$ cat src/design/u8d_pkg.sv
// Types and constants of the UTF-8 stream decoder
`default_nettype none

package u8d_pkg;

    localparam int unsigned BYTE_W  = 8;
    localparam int unsigned CP_W    = 21;
    localparam int unsigned STAT_W  = 2;
    localparam int unsigned LEN_W   = 3;
    localparam int unsigned OUT_W   = 32;

    localparam logic [STAT_W-1:0] ST_OK    = 2'd0;
    localparam logic [STAT_W-1:0] ST_STRAY = 2'd1;
    localparam logic [STAT_W-1:0] ST_TRUNC = 2'd2;

    localparam logic [BYTE_W-1:0] MASK_CONT  = 8'h3f;
    localparam logic [BYTE_W-1:0] MASK_LEAD2 = 8'h1f;
    localparam logic [BYTE_W-1:0] MASK_LEAD3 = 8'h0f;
    localparam logic [BYTE_W-1:0] MASK_LEAD4 = 8'h07;

    typedef struct packed {
        logic [LEN_W-1:0]  seq_length;
        logic [STAT_W-1:0] status;
        logic [CP_W-1:0]   code_point;
    } t_result;

    typedef struct packed {
        logic    valid;
        t_result res;
    } t_step;

endpackage

`default_nettype wire

$ cat src/design/utf8_stream_decoder_core.sv
// A byte taken on the slave side is held in the input register and decoded there; its
// result, if any, enters the result buffer once that has room and is then shown on the master side.
// Throughput: one byte per cycle while the result buffer has room; lead and nonzero inner bytes give no result.
// The two-entry result buffer lets bytes keep flowing while one result waits.
// Reset: synchronous, active low; clears the open sequence and both stages.
// Top level of the UTF-8 stream decoder
`default_nettype none

module utf8_stream_decoder_core import u8d_pkg::*; (
    input  wire logic        i_clk,
    input  wire logic        i_rst_n,
    input  wire logic        i_s_tvalid,
    output logic             o_s_tready,
    input  wire logic [7:0]  i_s_tdata,   // [7:0] data_byte
    output logic             o_m_tvalid,
    input  wire logic        i_m_tready,
    output logic [31:0]      o_m_tdata    // [20:0] code_point, [22:21] status,
                                          // [25:23] seq_length, [31:26] zero
);

    logic              room;
    logic              fire;
    logic [BYTE_W-1:0] cur_byte;
    t_step             step;
    t_result           head;

    u8d_in_reg u_in (
        .i_clk   (i_clk),
        .i_rst_n (i_rst_n),
        .i_valid (i_s_tvalid),
        .o_ready (o_s_tready),
        .i_byte  (i_s_tdata),
        .i_room  (room),
        .o_fire  (fire),
        .o_byte  (cur_byte)
    );

    u8d_decode u_dec (
        .i_clk   (i_clk),
        .i_rst_n (i_rst_n),
        .i_fire  (fire),
        .i_byte  (cur_byte),
        .o_step  (step)
    );

    u8d_out_buf u_out (
        .i_clk   (i_clk),
        .i_rst_n (i_rst_n),
        .i_push  (fire && step.valid),
        .i_res   (step.res),
        .o_room  (room),
        .o_valid (o_m_tvalid),
        .i_ready (i_m_tready),
        .o_res   (head)
    );

    assign o_m_tdata = {{(OUT_W-CP_W-STAT_W-LEN_W){1'b0}},
                        head.seq_length, head.status, head.code_point};

endmodule

`default_nettype wire

$ cat src/design/u8d_in_reg.sv
// Input register stage for the raw byte stream
`default_nettype none

module u8d_in_reg import u8d_pkg::*; (
    input  wire logic              i_clk,
    input  wire logic              i_rst_n,
    input  wire logic              i_valid,
    output logic                   o_ready,
    input  wire logic [BYTE_W-1:0] i_byte,
    input  wire logic              i_room,
    output logic                   o_fire,
    output logic [BYTE_W-1:0]      o_byte
);

    logic              r_valid;
    logic [BYTE_W-1:0] r_byte;

    assign o_fire  = r_valid && i_room;
    assign o_ready = !r_valid || o_fire;
    assign o_byte  = r_byte;

    always_ff @(posedge i_clk) begin
        if (!i_rst_n) begin
            r_valid <= 1'b0;
        end else if (o_ready) begin
            r_valid <= i_valid;
        end
    end

    always_ff @(posedge i_clk) begin
        if (o_ready && i_valid) begin
            r_byte <= i_byte;
        end
    end

endmodule

`default_nettype wire

$ cat src/design/u8d_decode.sv
// Sequence state and one-byte decode step
`default_nettype none

module u8d_decode import u8d_pkg::*; (
    input  wire logic              i_clk,
    input  wire logic              i_rst_n,
    input  wire logic              i_fire,
    input  wire logic [BYTE_W-1:0] i_byte,
    output t_step                  o_step
);

    logic [1:0]      r_remain, n_remain;
    logic [CP_W-1:0] r_partial, n_partial;
    logic [LEN_W-1:0] r_total, n_total;
    logic [CP_W-1:0] shifted;

    assign shifted = {r_partial[CP_W-7:0], i_byte[5:0] & MASK_CONT[5:0]};

    always_comb begin
        n_remain  = r_remain;
        n_partial = r_partial;
        n_total   = r_total;
        o_step    = '0;
        if (r_remain == 2'd0) begin
            if (i_byte inside {[8'h00:8'h7f]}) begin
                o_step.valid          = 1'b1;
                o_step.res.code_point = {{(CP_W-BYTE_W){1'b0}}, i_byte};
                o_step.res.status     = ST_OK;
                o_step.res.seq_length = 3'd1;
            end else if (i_byte inside {[8'h80:8'hbf]}) begin
                o_step.valid          = 1'b1;
                o_step.res.status     = ST_STRAY;
                o_step.res.seq_length = 3'd1;
            end else if (i_byte inside {[8'hc0:8'hdf]}) begin
                n_partial = {{(CP_W-BYTE_W){1'b0}}, i_byte & MASK_LEAD2};
                n_remain  = 2'd1;
                n_total   = 3'd2;
            end else if (i_byte inside {[8'he0:8'hef]}) begin
                n_partial = {{(CP_W-BYTE_W){1'b0}}, i_byte & MASK_LEAD3};
                n_remain  = 2'd2;
                n_total   = 3'd3;
            end else begin
                n_partial = {{(CP_W-BYTE_W){1'b0}}, i_byte & MASK_LEAD4};
                n_remain  = 2'd3;
                n_total   = 3'd4;
            end
        end else if (i_byte == 8'h00) begin
            // zero byte cuts the open sequence short
            o_step.valid          = 1'b1;
            o_step.res.status     = ST_TRUNC;
            o_step.res.seq_length = r_total - {1'b0, r_remain} + 3'd1;
            n_remain  = 2'd0;
            n_partial = '0;
            n_total   = '0;
        end else if (r_remain == 2'd1) begin
            o_step.valid          = 1'b1;
            o_step.res.code_point = shifted;
            o_step.res.status     = ST_OK;
            o_step.res.seq_length = r_total;
            n_remain  = 2'd0;
            n_partial = '0;
            n_total   = '0;
        end else begin
            n_partial = shifted;
            n_remain  = r_remain - 2'd1;
        end
    end

    always_ff @(posedge i_clk) begin
        if (!i_rst_n) begin
            r_remain  <= 2'd0;
            r_partial <= '0;
            r_total   <= '0;
        end else if (i_fire) begin
            r_remain  <= n_remain;
            r_partial <= n_partial;
            r_total   <= n_total;
        end
    end

endmodule

`default_nettype wire

$ cat src/design/u8d_out_buf.sv
// Two-entry result buffer that drives the master side
`default_nettype none

module u8d_out_buf import u8d_pkg::*; (
    input  wire logic    i_clk,
    input  wire logic    i_rst_n,
    input  wire logic    i_push,
    input  wire t_result i_res,
    output logic         o_room,
    output logic         o_valid,
    input  wire logic    i_ready,
    output t_result      o_res
);

    logic [1:0] r_count, n_count;
    t_result    r_slot0, n_slot0;
    t_result    r_slot1, n_slot1;
    logic       pop;

    assign o_room  = (r_count != 2'd2);
    assign o_valid = (r_count != 2'd0);
    assign o_res   = r_slot0;
    assign pop     = o_valid && i_ready;

    always_comb begin
        n_slot0 = r_slot0;
        n_slot1 = r_slot1;
        n_count = r_count + {1'b0, i_push} - {1'b0, pop};
        // advance the second entry to the head when the head drains
        if (pop && r_count == 2'd2) begin
            n_slot0 = r_slot1;
        end else if (i_push && (r_count == 2'd0 || (r_count == 2'd1 && pop))) begin
            n_slot0 = i_res;
        end
        if (i_push && r_count == 2'd1 && !pop) begin
            n_slot1 = i_res;
        end
    end

    always_ff @(posedge i_clk) begin
        if (!i_rst_n) begin
            r_count <= 2'd0;
        end else begin
            r_count <= n_count;
        end
    end

    always_ff @(posedge i_clk) begin
        r_slot0 <= n_slot0;
        r_slot1 <= n_slot1;
    end

endmodule

`default_nettype wire

$ cat config.mk
export PLATFORM = sky130hd
export DESIGN_NAME = utf8_stream_decoder_core
export DESIGN_NICKNAME = d
export VERILOG_FILES = /design/src/design/u8d_pkg.sv /design/src/design/utf8_stream_decoder_core.sv /design/src/design/u8d_in_reg.sv /design/src/design/u8d_decode.sv /design/src/design/u8d_out_buf.sv
export SDC_FILE = /design/constraint.sdc
export NUM_CORES = 1
export LEC_CHECK = 0
export BUFFER_PORTS_ARGS = -buffer_cell sky130_fd_sc_hd__buf_2
export CORE_ASPECT_RATIO = 2
export CORE_MARGIN = 3
export CORE_UTILIZATION = 52
export CTS_BUF_LIST = sky130_fd_sc_hd__clkbuf_16
export CTS_CLUSTER_SIZE = 14
export DETAILED_ROUTE_END_ITERATION = 10
export PLACE_DENSITY = 0.86
export RECOVER_POWER = 25
export SLEW_MARGIN = 20
export SYNTH_ARGS = -nofsm -noshare
export SYNTH_HDL_FRONTEND = slang
export SYNTH_SLANG_ARGS = --single-unit
export TNS_END_PERCENT = 50
$ cat constraint.sdc
create_clock -name i_clk -period 4.1 [get_ports i_clk]
set_input_delay 0.41 -clock i_clk [delete_from_list [all_inputs] [get_ports i_clk]]
set_output_delay 0.41 -clock i_clk [all_outputs]
set_load 0.05 [all_outputs]
==> results of run 1 <==
[cell usage after synthesis, drive strengths merged]
library cell and instances:
edfxtp 60, or2 1, nand3 8, a22o 15, nand2 22, a21boi 4, ha 7, a31oi 1
a32o 1, and3b 1, nand3b 1, inv 5, nor3b 2, a211oi 1, a221o 1, a21o 1
conb 1, a211o 1, mux2i 1, nor4 2, nor3 1, nor4b 1, nor2 5, o21ai 10
o31ai 4, dfxtp 23, xnor2 3, buf 13, and2b 2, o221a 1, mux2 19, a21oi 4
and2 22, and3 1, nor2b 9, clkbuf 3, xor2 1, nand2b 3
[cells by family (layout without fill, tap and decap cells)]
family / count (synthesis) / count (layout)
compound gates: 44 / 44
flops: 83 / 83
other cells: 1 / 6
mux: 20 / 20
xor+xnor: 4 / 4
fa+ha+maj: 7 / 7
buf+inv: 21 / 62
simple gates: 81 / 81
[worst min path at each step]
stage | end | slack (ns)
floorplan | u_dec.r_partial[10]$_SDFFE_PN0P_ | 0.44
global placement | u_dec.r_partial[9]$_SDFFE_PN0P_ | 0.46
detailed placement | u_dec.r_partial[14]$_SDFFE_PN0P_ | 0.46
CTS | u_in.o_byte[5]$_DFFE_PP_ | 0.24
global route | u_in.o_byte[7]$_DFFE_PP_ | 0.24
finish | u_in.o_byte[5]$_DFFE_PP_ | 0.25
[per-stage QoR]
| step | total power [W] | utilization, % | worst slack [ns] |
|---|---|---|---|
| 2_1_floorplan | 0.001496 | - | 0.4786 |
| 3_3_place_gp | 0.001600 | 57.59 | 1.630 |
| 3_5_place_dp | 0.001611 | 57.59 | 1.592 |
| 4_1_cts | 0.002378 | 61.89 | 1.558 |
| 5_1_grt | 0.002446 | 61.44 | 1.392 |
| 6_report | 0.002343 | 61.44 | 1.548 |
[routing by layer]
metal | GRT usage [%] | vias up | part of all wire, %
met5 | 0 | - | 0
met4 | 10.99 | 0 | 4.2
met3 | 4.091 | 18 | 4.0
met2 | 31.54 | 57 | 53
met1 | 17.96 | 1014 | 39
li1 | - | 1031 | -
[power by group through the flow]
| stage | Clock (W) | Combinational, W | Sequential [W] |
|---|---|---|---|
| 6_report | 0.000767 | 0.000524 | 0.00105 |
| 5_1_grt | 0.000824 | 0.000561 | 0.00106 |
| 4_1_cts | 0.000780 | 0.000547 | 0.00105 |
| 3_5_place_dp | 0 | 0.000544 | 0.00107 |
| 3_3_place_gp | 0 | 0.000535 | 0.00107 |
| 2_1_floorplan | 0 | 0.000203 | 0.00129 |
[area by class of cell]
| class | count | share of cell area (%) |
|---|---|---|
| multi-input cells | 162 | 30.36 |
| well taps | 88 | 2.685 |
| clock inverters | 7 | 1.495 |
| inverters | 5 | 0.4577 |
| flip-flops and latches | 83 | 55.17 |
| repair buffers | 41 | 4.333 |
| clock buffers | 9 | 5.493 |
[state kept, by name, summed over array words and instances, names as in the netlist]
| signal | count |
|---|---|
| u_dec.r_partial | 15 |
| u_dec.r_remain | 2 |
| u_dec.r_total | 3 |
| u_out.r_count | 2 |
| u_in.o_byte | 8 |
| u_out.r_slot1 | 26 |
| u_out.o_res | 26 |
| u_in.r_valid | 1 |
==> results by group, run 1 <==
Critical path
  • Cells on worst reg2reg path: 10
  • Worst path max stage delay: 0.52 ns
  • Instance count on the critical path: 10
  • CP top delay family: simple AND/OR/NAND/NOR gates
  • Crit Path Max Fanout: 6
  • Worst R2R End: u_out.r_count[1]$_SDFF_PN0_
  • CP Buf/Inv Count: 1
  • Critical path cell sequence: nor4_4 > a211o_2 > and2_1 > nand3_1 > ha_1 > inv_1 > ha_1 > xnor2_1 > xnor2_1 > and2_1
  • Crit. End Element: flop
  • CP Capture Point: u_out.r_count[1]$_SDFF_PN0_
  • FF-to-FF setup slack: 1.55 ns
  • Worst Path Required: 4.32 ns
  • RR Startpoint: u_in.o_byte[7]$_DFFE_PP_
  • Critical path type: reg -> reg
  • Crit-path slowest cell: nor4_4
  • CP Launch Point: u_in.o_byte[7]$_DFFE_PP_
  • Arr. time, crit path: 2.78 ns
  • Startpoint types: flop

Layout
  • Most common cell after layout, fill and taps aside: edfxtp_1
  • Multi-input gate area: 0.001245 sq mm
  • Final instance area: 0.004100 sq mm
  • Fin nets: 321
  • Layout fillers: 539
  • Post-route insts no fill: 395
  • Ratio of cells with drive above 1 in the final layout: 24.76%
  • Sequential Area: 0.002262 sq mm
  • # diodes: 0
  • Commonest cells after routing, fill and taps aside: 60 x edfxtp_1, 26 x clkbuf_1, 23 x dfxtp_1
  • Synthesis-to-finish area growth: 14.58%

Detailed routing
  • Drt pass-1 iters: 4
  • WL final: 6.276 mm
  • Vias: 2,120
  • Initial DRC Count: 100
  • Vias/cell: 5.367
  • Wire per inst: 15.89 microns
  • Final ANT Viol Nets: 0
  • DRC Markers: 0

STA
  • Worst-Margin Slew: 0.6852 ns
  • Fin crit period: 2.552 ns
  • Setup violators final: 0
  • Setup Skew: 0.006960 ns
  • RSZ-0062 raised after global routing: false
  • Fmax: 0.3918 GHz
  • Max Slew Vio Count: 0
  • Final setup TNS: 0 ns
  • Slew margin rel.: 54.15%
  • Tcrit/Tclk final: 62.25%
  • Fin Hold WS: 0.2499 ns
  • Hold Vio Cnt, Final: 0

Die
  • Die H: 123.3 microns
  • Die Span X: 64.66 microns
  • Ports: 46
  • Initial Util: 53.62%
  • Row Count: 42
  • Die Area: 0.007974 sq mm
  • Core area: 0.006674 sq mm

Min path
  • WHS Path Cells: 1
  • HP Start: i_s_tdata[5]
  • Min-Delay Path Class: in -> reg

Synth
  • Post-Synth XOR/XNOR Area: 0.9790%
  • Area contributors post-synth: edfxtp_1 50%, dfxtp_1 13%, mux2_2 5.7%
  • Mapped cell area: 0.003578 sq mm
  • Number of synthesis warnings: 0
  • #FFs+latches synth: 83
  • Yosys cell types: 49
  • Synth area leader: edfxtp_1
  • Largest family of logic cells by synthesized area: simple AND/OR/NAND/NOR gates
  • Synth top area share: 50.35%
  • Mux share of post-synthesis cell area: 6.364%
  • Area fraction in compound gates after synthesis: 9.336%
  • Simple-gate share of the synthesized area: 14.16%
  • Post-Synth Adder-Cell Area: 2.448%
  • Syn Inst Count: 261
  • Sequential element share of the synthesized area: 63.22%
  • Avg Inst Size Synth: 13.71 sq um

Flow run
  • Max_cap viols: 0

Power
  • Internal Dissipation: 0.001586 W
  • Sw power: 0.0007568 W
  • Sw Share: 32.30%
  • Peak VDD IR: 0.3537 mV
  • Register share of total power: 44.9%
  • Combinational Power Share: 22.4%
  • Leak Pwr: 1.543 nW
  • PD cells: 571.5 mW/mm^2
  • Clock share of power: 32.7%

Placed design
  • Routability cong.: 0.8378
  • PortBufs: 39
  • Placed Cells incl. Taps: 379
  • Post-DP HPWL: 4.408 mm
  • Placed cell areas: 0.003844 sq mm

Status
  • Status: completed

Clock network
  • Clock latency at the later pin of the worst-skew pair: 0.33 ns
  • Post-CTS setup buffers: 0
  • Htree depth: 3
  • CTS buffer count: 9
  • CTS root buf: clkbuf_16
  • Cts hold-fix bufs: 0
  • Clock tree buffer depth: 2
  • # resized after CTS: 0
  • Clk sink count: 83
  • Clock tree from TritonCTS: yes
  • Clock transition at path regs: 0.06 ns

Global route
  • Total Routing Usage GR: 17.55%
  • Largest net degree at the start of global routing: 27
  • First-pass GRT wire length: 10.20 mm
  • Antenna violations before repair: 0
  • Vias in the first global route: 2,135
  • Total gr overflow: 0
No activity file was read; power rests on OpenSTA's default activity.
==> run 2: changes to the inputs <==
- ABC_AREA: not set -> 1
- CORE_UTILIZATION: 52 -> 57
- PLACE_DENSITY: 0.86 -> 0.88
- clock period: 4.1 -> 2.4 ns (I/O delays scaled with it)
==> run 2 against run 1 <==
Clock power is 68% higher. Non-clock buffer count is 6 higher. Die area is 4.3% lower. Synthesized cell count is 44% higher. Fmax is 17% higher. Critical path type unchanged.
==> results by group, run 2 <==
STA
  • Fin Hold WS: 0.07850 ns (-0.1714 ns)
  • Setup Skew: 0.006343 ns (-0.0006162 ns)
  • Max Slew Vio Count: 0 (unchanged)
  • Setup violators final: 0 (unchanged)
  • Worst-Margin Slew: 0.6073 ns (-0.07796 ns)
  • Final setup TNS: 0 ns (unchanged)
  • RSZ-0062 raised after global routing: false
  • Tcrit/Tclk final: 90.94% (+29 points)
  • Fmax: 0.4582 GHz (+17%)
  • Hold Vio Cnt, Final: 0 (unchanged)
  • Slew margin rel.: 59.69% (+5.5 points)
  • Fin crit period: 2.183 ns (-0.3699 ns)

Detailed routing
  • Vias: 2,653 (+25%)
  • DRC Markers: 0 (unchanged)
  • Wire per inst: 13.80 microns (-13%)
  • WL final: 7.106 mm (+13%)
  • Vias/cell: 5.151 (-4.0%)
  • Initial DRC Count: 156 (+56%)
  • Drt pass-1 iters: 5 (+1)
  • Final ANT Viol Nets: 0 (unchanged)

Synth
  • Sequential element share of the synthesized area: 60.49% (-2.7 points)
  • Number of synthesis warnings: 0 (unchanged)
  • Mapped cell area: 0.003740 sq mm (+4.5%)
  • Post-Synth Adder-Cell Area: 2.342% (-0.11 points)
  • Post-Synth XOR/XNOR Area: 0.4684% (-0.51 points)
  • Syn Inst Count: 377 (+44%)
  • Mux share of post-synthesis cell area: 0% (-6.4 points)
  • Synth top area share: 48.18% (-2.2 points)
  • Avg Inst Size Synth: 9.920 sq um (-28%)
  • Ys flop type: edfxtp_1
  • Count leader, synth: nand2_1
  • Async set or reset register ratio after synthesis: 0% (unchanged)
  • Area fraction in compound gates after synthesis: 4.885% (-4.5 points)
  • Synth top cells by count: 117 x nand2_1, 60 x edfxtp_1, 39 x inv_1
  • Yosys cell types: 32 (-35%)
  • Largest family of logic cells by synthesized area: simple AND/OR/NAND/NOR gates
  • EDFF count, synth: 60 (unchanged)
  • #FFs+latches synth: 83 (unchanged)
  • Simple-gate share of the synthesized area: 23.72% (+9.6 points)
  • Synth area leader: edfxtp_1
  • Area contributors post-synth: edfxtp_1 48%, dfxtp_1 12%, nand2_1 12%

Power
  • Leak Pwr: 1.702 nW (+10%)
  • PD cells: 1004 mW/mm^2 (+76%)
  • Peak VDD IR: 0.5249 mV (+48%)

Clock network
  • Clk sink count: 83 (unchanged)
  • CTS root buf: clkbuf_16
  • Clock tree from TritonCTS: yes
  • Htree depth: 3 (unchanged)
  • # resized after CTS: 0 (unchanged)
  • Post-CTS setup buffers: 0 (unchanged)
  • Clock tree buffer depth: 2 (unchanged)
  • Cts hold-fix bufs: 0 (unchanged)
  • CTS buffer count: 9 (unchanged)
  • Clock latency at the later pin of the worst-skew pair: 0.34 ns (about the same)
  • Clock transition at path regs: 0.06 ns (about the same)

Global route
  • Total Routing Usage GR: 20.38% (+2.8 points)
  • Antenna violations before repair: 0 (unchanged)
  • First-pass GRT wire length: 11.79 mm (+16%)
  • Vias in the first global route: 2,631 (+23%)
  • Total gr overflow: 0 (unchanged)
  • Largest net degree at the start of global routing: 28 (+3.7%)

Die
  • Initial Util: 58.79% (+5.2 points)
  • Row Count: 41 (-2.4%)
  • Die H: 120.6 microns (-2.2%)
  • Die Area: 0.007628 sq mm (-4.3%)
  • Core area: 0.006361 sq mm (-4.7%)
  • Ports: 46 (unchanged)
  • Die Span X: 63.28 microns (-2.1%)

Critical path
  • Worst Path Required: 2.61 ns (-1.71 ns)
  • FF-to-FF setup slack: 0.22 ns (-1.33 ns)
  • Worst R2R End: u_out.r_count[1]$_SDFF_PN0_
  • Crit. End Element: flop
  • Startpoint types: flop
  • Critical path type: reg -> reg
  • Arr. time, crit path: 2.40 ns (-0.38 ns)
  • Crit Path Max Fanout: 6 (unchanged)
  • RR Startpoint: u_in.o_byte[5]$_DFFE_PP_
  • Cells on worst reg2reg path: 12 (+2)

Flow run
  • Max_cap viols: 0 (unchanged)

Placed design
  • Post-DP HPWL: 5.267 mm (+19%)
  • PortBufs: 39 (unchanged)
  • Routability cong.: 0.8875 (+5.9%)

Layout
  • Fin nets: 443 (+38%)
  • # diodes: 0 (unchanged)
  • Synthesis-to-finish area growth: 14.45%
  • Layout fillers: 516 (-4.3%)
  • Most common cell after layout, fill and taps aside: nand2_1
  • Commonest cells after routing, fill and taps aside: 117 x nand2_1, 60 x edfxtp_1, 42 x inv_1
  • Ratio of cells with drive above 1 in the final layout: 13.52% (-11 points)

Min path
  • WHS Path Cells: 1 (unchanged)
  • HP Start: i_s_tdata[3]
  • Worst Hold Path EP: u_in.o_byte[3]$_DFFE_PP_
  • Min-Delay Path Class: in -> reg

Status
  • Status: completed
run 2: cell count changes in the layout (fill, tap and decap cells not counted), sizes merged, moves of 6 or more:
cell,before,now
nand2,22,120
inv,7,45
nor2,5,41
a21oi,4,25
and2,22,1
mux2,19,0
a22o,15,0
nand3,8,22
nor2b,9,0
buf,15,21
run 2: layer usage:
layer / wire length, microns / share of wire [%] / vias to the layer above / GRT usage [%]
met5: 0 / 0 / - / 0
met4: 506 / 7.1 / 0 / 16.24
met3: 319 / 4.5 / 39 / 5.019
met2: 3775 / 53 / 92 / 35.14
met1: 2504 / 35 / 1216 / 20.43
li1: - / - / 1306 / -
run 2: layout make-up:
cell class,instances,area (sq um),area share [%]
Multi-Input combinational cell,239,1206,28.18
Clock buffer,9,225.2,5.262
Tap cell,86,107.6,2.514
Inverter,44,177.7,4.151
Sequential cell,83,2262,52.85
Clock inverter,7,53.80,1.257
Timing Repair Buffer,47,247.7,5.788
run 2: power by group:
part | switching (W) | internal (W)
clock | 0.000509 | 0.000785
sequential | 0.0000712 | 0.00178
combinational | 0.000931 | 0.000225
run 2: worst max-delay path by stage:
stage                                   startpoint                           to  cells past startpoint
global placement          u_in.o_byte[5]$_DFFE_PP_  u_out.r_count[1]$_SDFF_PN0_                     12
detailed placement  u_dec.r_remain[0]$_SDFFE_PN0P_  u_out.r_count[1]$_SDFF_PN0_                     12
CTS                       u_in.o_byte[5]$_DFFE_PP_  u_out.r_count[1]$_SDFF_PN0_                     12
floorplan                 u_in.o_byte[7]$_DFFE_PP_   u_out.r_slot1[0]$_DFFE_PP_                      7
finish                    u_in.o_byte[5]$_DFFE_PP_  u_out.r_count[1]$_SDFF_PN0_                     12
global route        u_dec.r_remain[0]$_SDFFE_PN0P_  u_out.r_count[1]$_SDFF_PN0_                     12
run 2: logic make-up after synthesis:
kind of cell               count (synthesis)
buffers and inverters                     60
xor gates and xnor gates                   2
AOI/OAI and AO/OA                         34
DFF                                       83
and+or+nand+nor                          190
other                                      1
adders and majority gates                  7
run 2: critical path: stages, from the launching register on:
cell and delay, ns:
edfxtp_1 0.48, nor2_1 0.14, nand2_1 0.09, nor2_4 0.20, nand2_2 0.07, nand3_1 0.07
nand2_1 0.12, ha_1 0.30, inv_1 0.04, ha_1 0.17, xor2_1 0.15, o21ai_0 0.16
a21oi_1 0.06
run 2: per-stage QoR:
step                      power [W]  setup slack (ns)  cells  utilization (%)  instance area [sq um]
after floorplan            0.002817           -0.1516    382                -                   3767
after global placement     0.003039            0.3361    499            63.41                   4034
after detailed placement   0.003070            0.2317    499            63.41                   4034
after CTS                  0.004352            0.2141    515            67.80                   4313
after global routing       0.004491           0.06208    515            67.29                   4280
final                      0.004297            0.2175    515            67.29                   4280
==> run 3: changes to the inputs <==
- ABC_AREA: 1 -> not set
- CORE_MARGIN: 3 -> not set
- PLACE_DENSITY: 0.88 -> 0.89
- TNS_END_PERCENT: 50 -> not set
==> run 3 against run 2 <==
The flow now finishes with violations (DRC). Hold slack better by 0.00068 ns. Sequential share of layout area down 0.34 points. Final area up 0.64%. Die area down 13%. Fmax down 4.6%. Clock-buffer cell count unchanged. Critical path depth down 2. Critical endpoint unchanged. Routed wire length down 1.2%. Worst setup slack worse by 0.11 ns.
==> results by group, run 3 (same netlist as run 1, synthesis figures left out) <==
Critical path
  • Worst path max stage delay: 0.44 ns (-0.04 ns)
  • Crit. End Element: flop
  • Worst R2R End: u_out.r_count[1]$_SDFF_PN0_
  • Critical path type: reg -> reg
  • Crit Path Max Fanout: 5 (-1)
  • Crit-path slowest cell: edfxtp_1
  • Critical path cell sequence: nor4_4 > a211o_2 > and2_4 > nand3_1 > ha_1 > inv_1 > ha_2 > xnor2_2 > xnor2_1 > and2_1
  • FF-to-FF setup slack: 0.11 ns (-0.11 ns)
  • Startpoint types: flop
  • Arr. time, crit path: 2.52 ns (+0.12 ns)
  • RR Startpoint: u_in.o_byte[4]$_DFFE_PP_
  • Cells on worst reg2reg path: 10 (-2)
  • Worst Path Required: 2.63 ns (+0.02 ns)

Layout
  • # diodes: 0 (unchanged)
  • Final instance area: 0.004308 sq mm (+0.64%)
  • Ratio of cells with drive above 1 in the final layout: 29.32% (+16 points)
  • Core Util, Final: 71.73% (+4.4 points)
  • Most common cell after layout, fill and taps aside: edfxtp_1
  • Commonest cells after routing, fill and taps aside: 60 x edfxtp_1, 30 x clkbuf_1, 23 x dfxtp_1
  • Synthesis-to-finish area growth: 20.38%
  • Fin nets: 338 (-24%)

STA
  • Slew margin rel.: 59.66% (about the same)
  • Fmax: 0.4369 GHz (-4.6%)
  • Hold Vio Cnt, Final: 0 (unchanged)
  • Tcrit/Tclk final: 95.36% (+4.4 points)
  • Setup violators final: 0 (unchanged)
  • Setup Skew: 0.007136 ns (+0.0007930 ns)
  • Max Slew Vio Count: 0 (unchanged)
  • Fin crit period: 2.289 ns (+0.1061 ns)
  • Worst-Margin Slew: 0.6078 ns (+0.0004678 ns)

Die
  • Initial Util: 59.58% (+0.79 points)
  • Die Area: 0.006618 sq mm (-13%)
  • Row Count: 40 (-2.4%)
  • Die Span X: 58.03 microns (-8.3%)
  • Ports: 46 (unchanged)
  • Die H: 114.1 microns (-5.4%)
  • Core area: 0.006006 sq mm (-5.6%)

Global route
  • Largest net degree at the start of global routing: 27 (-3.6%)
  • First-pass GRT wire length: 11.03 mm (-6.4%)
  • Antenna violations before repair: 0 (unchanged)
  • Vias in the first global route: 2,194 (-17%)
  • Total gr overflow: 0 (unchanged)
  • Total Routing Usage GR: 23.37% (+3.0 points)

Clock network
  • Clock tree from TritonCTS: yes
  • Clock tree buffer depth: 2 (unchanged)
  • Clock latency at the later pin of the worst-skew pair: 0.34 ns (about the same)
  • CTS buffer count: 9 (unchanged)
  • CTS root buf: clkbuf_16
  • Clock transition at path regs: 0.06 ns (about the same)
  • Cts hold-fix bufs: 0 (unchanged)
  • Htree depth: 3 (unchanged)
  • Clk sink count: 83 (unchanged)

Min path
  • Worst Hold Path EP: u_in.o_byte[1]$_DFFE_PP_
  • WHS Path Cells: 1 (unchanged)
  • HP Start: i_s_tdata[1]
  • Min-Delay Path Class: in -> reg

Placed design
  • Post-DP HPWL: 4.893 mm (-7.1%)
  • Placed cell areas: 0.003943 sq mm (-2.3%)
  • Routability cong.: 0.9065 (+2.1%)
  • PortBufs: 39 (unchanged)

Detailed routing
  • Wire per inst: 18.15 microns (+32%)
  • WL final: 7.024 mm (-1.2%)
  • DRC Markers: 3 (+3)
  • Vias: 2,224 (-16%)
  • Vias/cell: 5.747 (+12%)
  • Initial DRC Count: 99 (-37%)
  • Final ANT Viol Nets: 0 (unchanged)
  • Drt pass-1 iters: 9 (+4)

Power
  • Leak Pwr: 1.660 nW (-2.5%)
  • PD cells: 1024 mW/mm^2 (+2.0%)
  • Peak VDD IR: 0.7022 mV (+34%)

Flow run
  • Max_cap viols: 0 (unchanged)

Status
  • Status: finished with violations
  • Failing checks: DRC
## run 3: stage by stage
step | std cells | worst slack [ns] | total power, W | hold WS, ns | TNS [ns]
global route | 387 | -0.01653 | 0.004545 | 0.06938 | -0.01653
finish | 387 | 0.1114 | 0.004411 | 0.07918 | 0
detailed placement | 367 | 0.05014 | 0.002808 | 0.4181 | 0
global placement | 367 | 0.1118 | 0.002780 | 0.4199 | 0
floorplan | 266 | -0.1362 | 0.002571 | 0.3389 | -3.541
CTS | 383 | 0.02192 | 0.004436 | 0.06967 | 0
## run 3: metal layers
layer / wire [microns] / up-vias / GRT usage (%)
li1: - / 1059 / -
met1: 2599 / 1084 / 25.91
met2: 3865 / 65 / 39.31
met3: 272 / 16 / 4.407
met4: 286 / 0 / 16.19
met5: 0 / - / 0
## run 3: worst max path at each step
stage | start | to | slack, ns | cells after the start
floorplan | u_in.o_byte[6]$_DFFE_PP_ | u_out.r_slot1[0]$_DFFE_PP_ | -0.14 | 4
global placement | u_in.o_byte[0]$_DFFE_PP_ | u_out.r_count[1]$_SDFF_PN0_ | 0.11 | 10
detailed placement | u_in.o_byte[0]$_DFFE_PP_ | u_out.r_count[1]$_SDFF_PN0_ | 0.05 | 10
CTS | u_in.o_byte[0]$_DFFE_PP_ | u_out.r_count[1]$_SDFF_PN0_ | 0.02 | 10
global route | u_in.o_byte[4]$_DFFE_PP_ | u_out.r_count[1]$_SDFF_PN0_ | -0.02 | 10
finish | u_in.o_byte[4]$_DFFE_PP_ | u_out.r_count[1]$_SDFF_PN0_ | 0.11 | 10
## run 3: power breakdown
group	total, W	switching, W	leakage, nW	internal [W]
clock	0.00164	0.000529	0.182	0.00111
combinational	0.000985	0.000735	0.705	0.000250
sequential	0.00179	0.0000657	0.773	0.00172
## run 3: timing repair
action	4_1_cts	5_1_grt
hold endpoints to repair	0	0
setup endpoints to repair	0	1
gates resized for setup	0	4
setup buffers	0	4
## run 3: layout make-up
cell class	instances	area, sq um
Clock buffer	9	225.2
Clock inverter	7	132.6
Fill cell	402	1698
Inverter	5	18.77
Multi-Input combinational cell	162	1265
Sequential cell	83	2262
Tap cell	63	78.83
Timing Repair Buffer	58	325.3
## run 3: worst max-delay path, delay by kind of cell (launching register included)
kind | cells | cell delay (ns)
buffers and inverters | 1 | 0.04
AND/OR/NAND/NOR | 4 | 0.77
XOR/XNOR | 2 | 0.25
adder cells (fa/ha/maj) | 2 | 0.47
flip-flops | 1 | 0.44
AO/OA/AOI/OAI | 1 | 0.22
